**src/rtl/stt_pkg.sv**
```systemverilog
// ----------------------------------------------------------------------------
// Scaled sine tone generator package
// Shared field types, register indexes, item codes and the command and
// status bundles between the controller and the datapath.
// ----------------------------------------------------------------------------
package stt_pkg;

  localparam int TONE_W   = 16;
  localparam int SAMPLE_W = 16;
  localparam int DIV_W    = 16;
  localparam int FREQ_W   = 16;
  localparam int RATE_W   = 18;
  localparam int AMP_W    = 15;
  localparam int MAG_W    = 15;
  localparam int CFG_W    = 18;

  // Numerator and denominator of the phase step quotient.
  localparam int PROD_W   = TONE_W + FREQ_W;
  localparam int DEN_W    = DIV_W + RATE_W;

  localparam logic [DIV_W-1:0]  DIVISOR_RST = DIV_W'(16);
  localparam logic [FREQ_W-1:0] MAX_FREQ_RST = FREQ_W'(1000);
  localparam logic [RATE_W-1:0] RATE_RST    = RATE_W'(48000);
  localparam logic [AMP_W-1:0]  AMP_RST     = AMP_W'(16000);
  localparam logic [MAG_W-1:0]  MAG_FULL    = '1;

  typedef enum logic {
    FUNC_SET_TONE = 1'b0,
    FUNC_SAMPLE   = 1'b1
  } func_t;

  typedef enum logic [1:0] {
    CFG_VALUE_DIVISOR = 2'd0,
    CFG_MAX_FREQUENCY = 2'd1,
    CFG_SAMPLE_RATE   = 2'd2,
    CFG_AMPLITUDE     = 2'd3
  } cfg_idx_t;

  typedef struct packed {
    logic tone_load;     // latch the tone value of an accepted set-tone item
    logic sample_start;  // table read, quadrant flags, phase advance
    logic step_mul;      // form numerator and denominator
    logic step_check;    // saturate the step or load the divider
    logic div_step;      // one restoring division step
    logic div_last;      // final step: write the quotient to the phase step
    logic mag_mul;       // scale the table magnitude by the amplitude
    logic out_load;      // load the output register
  } stt_cmd_t;

  typedef struct packed {
    logic step_sat;      // step would reach one full cycle or more
    logic out_free;      // output register can take a new sample
  } stt_status_t;

endpackage

```
**src/rtl/stt_ctrl.sv**
```systemverilog
// ----------------------------------------------------------------------------
// Scaled sine tone generator controller
// Sequences the sample path and the iterative phase step divider.
// ----------------------------------------------------------------------------
module stt_ctrl import stt_pkg::*; #(
  parameter int PHASE_BITS = 32
) (
  input  logic        clk,
  input  logic        rst,
  input  logic        req_valid,
  output logic        req_ready,
  input  func_t       req_func,
  input  stt_status_t status,
  output stt_cmd_t    cmd
);

  localparam int CNT_W = $clog2(PHASE_BITS);

  typedef enum logic [6:0] {
    S_IDLE     = 7'b0000001,
    S_SMP_MUL  = 7'b0000010,
    S_SMP_OUT  = 7'b0000100,
    S_TONE_MUL = 7'b0001000,
    S_TONE_CHK = 7'b0010000,
    S_TONE_DIV = 7'b0100000,
    S_UNUSED   = 7'b1000000
  } state_t;

  state_t           state, state_next;
  logic [CNT_W-1:0] cnt, cnt_next;
  logic             accept;
  logic             cnt_last;

  assign req_ready = (state == S_IDLE);
  assign accept    = req_valid && req_ready;
  assign cnt_last  = (cnt == CNT_W'(PHASE_BITS - 1));

  always_comb begin
    state_next = state;
    cnt_next   = cnt;
    cmd        = '0;
    unique case (state)
      S_IDLE: begin
        if (accept) begin
          if (req_func == FUNC_SAMPLE) begin
            cmd.sample_start = 1'b1;
            state_next       = S_SMP_MUL;
          end else begin
            cmd.tone_load = 1'b1;
            state_next    = S_TONE_MUL;
          end
        end
      end
      S_SMP_MUL: begin
        cmd.mag_mul = 1'b1;
        state_next  = S_SMP_OUT;
      end
      S_SMP_OUT: begin
        // Hold the scaled magnitude until the output register frees up.
        if (status.out_free) begin
          cmd.out_load = 1'b1;
          state_next   = S_IDLE;
        end
      end
      S_TONE_MUL: begin
        cmd.step_mul = 1'b1;
        state_next   = S_TONE_CHK;
      end
      S_TONE_CHK: begin
        cmd.step_check = 1'b1;
        cnt_next       = '0;
        state_next     = status.step_sat ? S_IDLE : S_TONE_DIV;
      end
      S_TONE_DIV: begin
        cmd.div_step = 1'b1;
        cmd.div_last = cnt_last;
        cnt_next     = cnt + CNT_W'(1);
        if (cnt_last) begin
          state_next = S_IDLE;
        end
      end
      S_UNUSED: begin
        state_next = S_IDLE;
      end
      default: begin
        state_next = S_IDLE;
      end
    endcase
  end

  always_ff @(posedge clk) begin
    if (rst) begin
      state <= S_IDLE;
      cnt   <= '0;
    end else begin
      state <= state_next;
      cnt   <= cnt_next;
    end
  end

endmodule

```
**config.mk**
```make
export PLATFORM = sky130hd
export DESIGN_NAME = stt_ctrl
export DESIGN_NICKNAME = d
export VERILOG_FILES = /design/src/rtl/stt_pkg.sv /design/src/rtl/stt_ctrl.sv
export SDC_FILE = /design/constraint.sdc
export NUM_CORES = 1
export LEC_CHECK = 0
export BUFFER_PORTS_ARGS = -buffer_cell sky130_fd_sc_hd__buf_2
export CAP_MARGIN = 20
export CORE_UTILIZATION = 40
export DETAILED_ROUTE_END_ITERATION = 8
export HOLD_SLACK_MARGIN = 0.06
export PLACE_DENSITY = 0.73
export SETUP_SLACK_MARGIN = 0.3
export SKIP_CTS_REPAIR_TIMING = 1
export SKIP_LAST_GASP = 1
export SLEW_MARGIN = 30
export SYNTH_ARGS = -nofsm -noshare
export SYNTH_HDL_FRONTEND = slang
export SYNTH_SLANG_ARGS = --single-unit
```
**constraint.sdc**
```tcl
create_clock -name clk -period 3.32 [get_ports clk]
set_clock_uncertainty 0.1 [all_clocks]
set_input_delay 0.166 -clock clk [delete_from_list [all_inputs] [get_ports clk]]
set_output_delay 0.166 -clock clk [all_outputs]
set_load 0.02 [all_outputs]
```
==> results list <==
- Result of the run: completed
- After filler insertion, the fill cell instance count of the layout stands at 129.
- Time the worst path needs with I/O delays and setup: 2220 ps
* Via count of the routed design: 543
* Max VDD drop: 220 µV
- Wire length per cell: 12.3 µm
- Crit path max fanout: 8
- The worst setup path is launched from a flop.
* First-pass GRT wire length: 2130 µm
- At the worst endpoint, the required time is 3050 ps.
- Routed via count divided by cell count: 5.38
- Clock Tree Root: clkbuf_4
- Final standard cell utilization of the core: 53.4%
- Path type of the worst min-delay path: in2reg
* Cell area after synthesis: 628 µm²
* Arrival time at the worst endpoint: 1950 ps
* Achievable Freq: 0.451 GHz
- Overall die area: 1730 µm²
* Via count of the first global-routing pass: 501
- Summed over all layers, the global routing overflow is 0.
- TritonCTS built the clock tree.
* Number of placement rows: 13
- The worst setup path is of the reg2out kind.
- In the routed design, unresolved DRC markers number 0.
- The biggest area contributor in the post-synthesis netlist is dfxtp_1.
- Leading cell type in the layout, fill and taps excluded: buf_2
- Once detail routing completed, the nets flagged for antenna violations numbered 0.
- Y dimension of the die: 41.6 µm
- Largest net degree at the start of global routing: 11
- Worst setup EP type: output port
- Clk slew on worst S/H paths: 70 ps
- Once the floorplan was initialized, standard cells occupied 45.4% of the core.
* RSZ-0062 raised after global routing: false
* Power density over cell area: 366 nW/µm²
* Proportion of netlist area held by the largest area contributor: 35.1%
- The final count of pins violating max slew was 0.
- # nets final: 95
- Number of inserted diodes: 0
* Main area contributors after synthesis: dfxtp_1, ha_1, nor3b_2, a21oi_1, nand3_1
* Library cells used by synthesis: 35
- Post-synthesis average cell area: 9.10 µm²
* LEAKAGE: 0.326 nW
- The final layout contains routed wiring with a total length of 1240 µm.
- Setup TNS: 0 ps
- Overall power after layout: 0.000270 W
- CTS built an H-tree with a depth of 1.
- Count of pins on the block boundary: 15
- Worst hold margin: 82.6 ps
* Sequential share of the synthesized area: 35.1%
* Deepest clock path buffer count: 2
- Sequential cell area in the final layout: 220 µm²
- During placement, the flow inserted port buffers numbering 14.
- Leaving out fill and tap cells, the most frequent cells in the layout are buf_2, dfxtp_1, inv_1.
- The tree built by TritonCTS fans out to 11 sinks.
* Slew of the pin with the lowest slew margin: 535 ps
* Largest stage delay on the critical path: 570 ps
* Clock latency on the worst-skew pair: 260 ps
- After the first detailed-routing iteration, the DRC count stood at 13.
- Period Utilization, post-route: 66.7%
- Placer congestion estimate: 0.736
- The number of nets in the synthesized netlist is 77.
- Max-cap violations in this run came to 0.
- The die is 41.6 µm wide.
- Summing all multi-input logic gate instances after layout gives 365 µm².
* Instance count of the mapped netlist: 69
- Synthesized flop and latch total: 11
* Total clock buffers created by CTS: 3
- Setup violations remaining at the end of the flow were counted as 0.
* DP HPWL: 955 µm
- The Yosys step of the flow raised 0 warnings.
- First-pass detailed-route iteration total: 4
- Headroom to the max-slew limit came out at 64.0%.
- The initial antenna violation count is 0.
- The total area inside the core boundary comes to 1380 µm².
- Across every metal layer, demand over resource in global routing totals 15.9%.
* Critical-path cell list: or4_4 -> or2_1 -> clkinv_4 -> and2_1 -> buf_2
- Proportion of layout cells with a drive suffix above 1: 34.9%
* Area added between synthesis and finish: 17.5%
* Final Hold Vio Count: 0
- The slowest stage of the critical path is the or4_4 cell.
## critical path, delay by kind of cell (launching register included)
kind	cells	cell delay (ps)
AND/OR/NAND/NOR	3	1080
flip-flops	1	350
buffers and inverters	2	260
## synthesized netlist by cell type (all sizes together)
library cell / number
dfxtp: 11
a21oi: 5
inv: 5
nor2: 5
nor3b: 5
nand3: 4
nor3: 4
nand2: 3
and3: 2
ha: 2
nand2b: 2
nor4: 2
or2: 2
or4: 2
a211oi: 1
a21o: 1
and2: 1
buf: 1
clkbuf: 1
clkinv: 1
o21a: 1
o21ai: 1
o21ba: 1
o221ai: 1
o22ai: 1
o2bb2ai: 1
o41ai: 1
or3b: 1
xnor2: 1
## cell families after synthesis
group | Yosys count | synth area share [%]
flip-flops | 11 | 35.1
AND/OR/NAND/NOR | 33 | 34.3
AO/OA/AOI/OAI | 14 | 18.5
buffers and inverters | 8 | 6.77
adder cells (fa/ha/maj) | 2 | 3.98
XOR/XNOR | 1 | 1.39
## flip-flops by register name, summed over array words and instances, names as in the netlist
signal,count
state,6
cnt,5
## layer usage
metal  vias to the layer above  wire (µm)  track usage (%)
met5                         -          0                0
met1                       248        596             19.5
met3                         2         49             5.22
met4                         0         17             5.81
met2                         9        579             25.6
li1                        284          -                -
## metrics by stage
step / instance area (µm²) / std cells / setup WS (ps)
6_report: 738 / 101 / 1100
4_1_cts: 728 / 100 / 1100
3_3_place_gp: 702 / 96 / 1420
2_1_floorplan: 628 / 69 / 1360
5_1_grt: 738 / 101 / 1000
3_5_place_dp: 702 / 96 / 1380
## worst paths after layout
| path | start | endpoint | slack [ps] | cells past startpoint |
|---|---|---|---|---|
| setup / recovery | state[2]$_SDFFE_PP0P_ | cmd[2] | 1100 | 5 |
| hold / removal | req_valid | state[3]$_SDFFE_PP0P_ | 80 | 3 |
| setup reg to reg | state[2]$_SDFFE_PP0P_ | state[4]$_SDFFE_PP0P_ | 1420 | 4 |
| hold reg to reg | cnt[4]$_SDFFE_PP0P_ | cnt[4]$_SDFFE_PP0P_ | 380 | 2 |
## final cells by class
type / instances / share of cell area, %
Inverter: 6 / 3.73
Clock buffer: 4 / 3.56
Timing Repair Buffer: 15 / 10.8
Sequential cell: 11 / 29.8
Tap cell: 15 / 2.54
Multi-Input combinational cell: 50 / 49.5
## power by group
group	leakage [nW]	switching [W]	internal, W
combinational	0.222	0.0000245	0.0000197
clock	0.0150	0.0000420	0.0000463
sequential	0.0891	0.00000261	0.000135
total	0.326	0.0000691	0.000201
(Power assumes the default switching activity.)
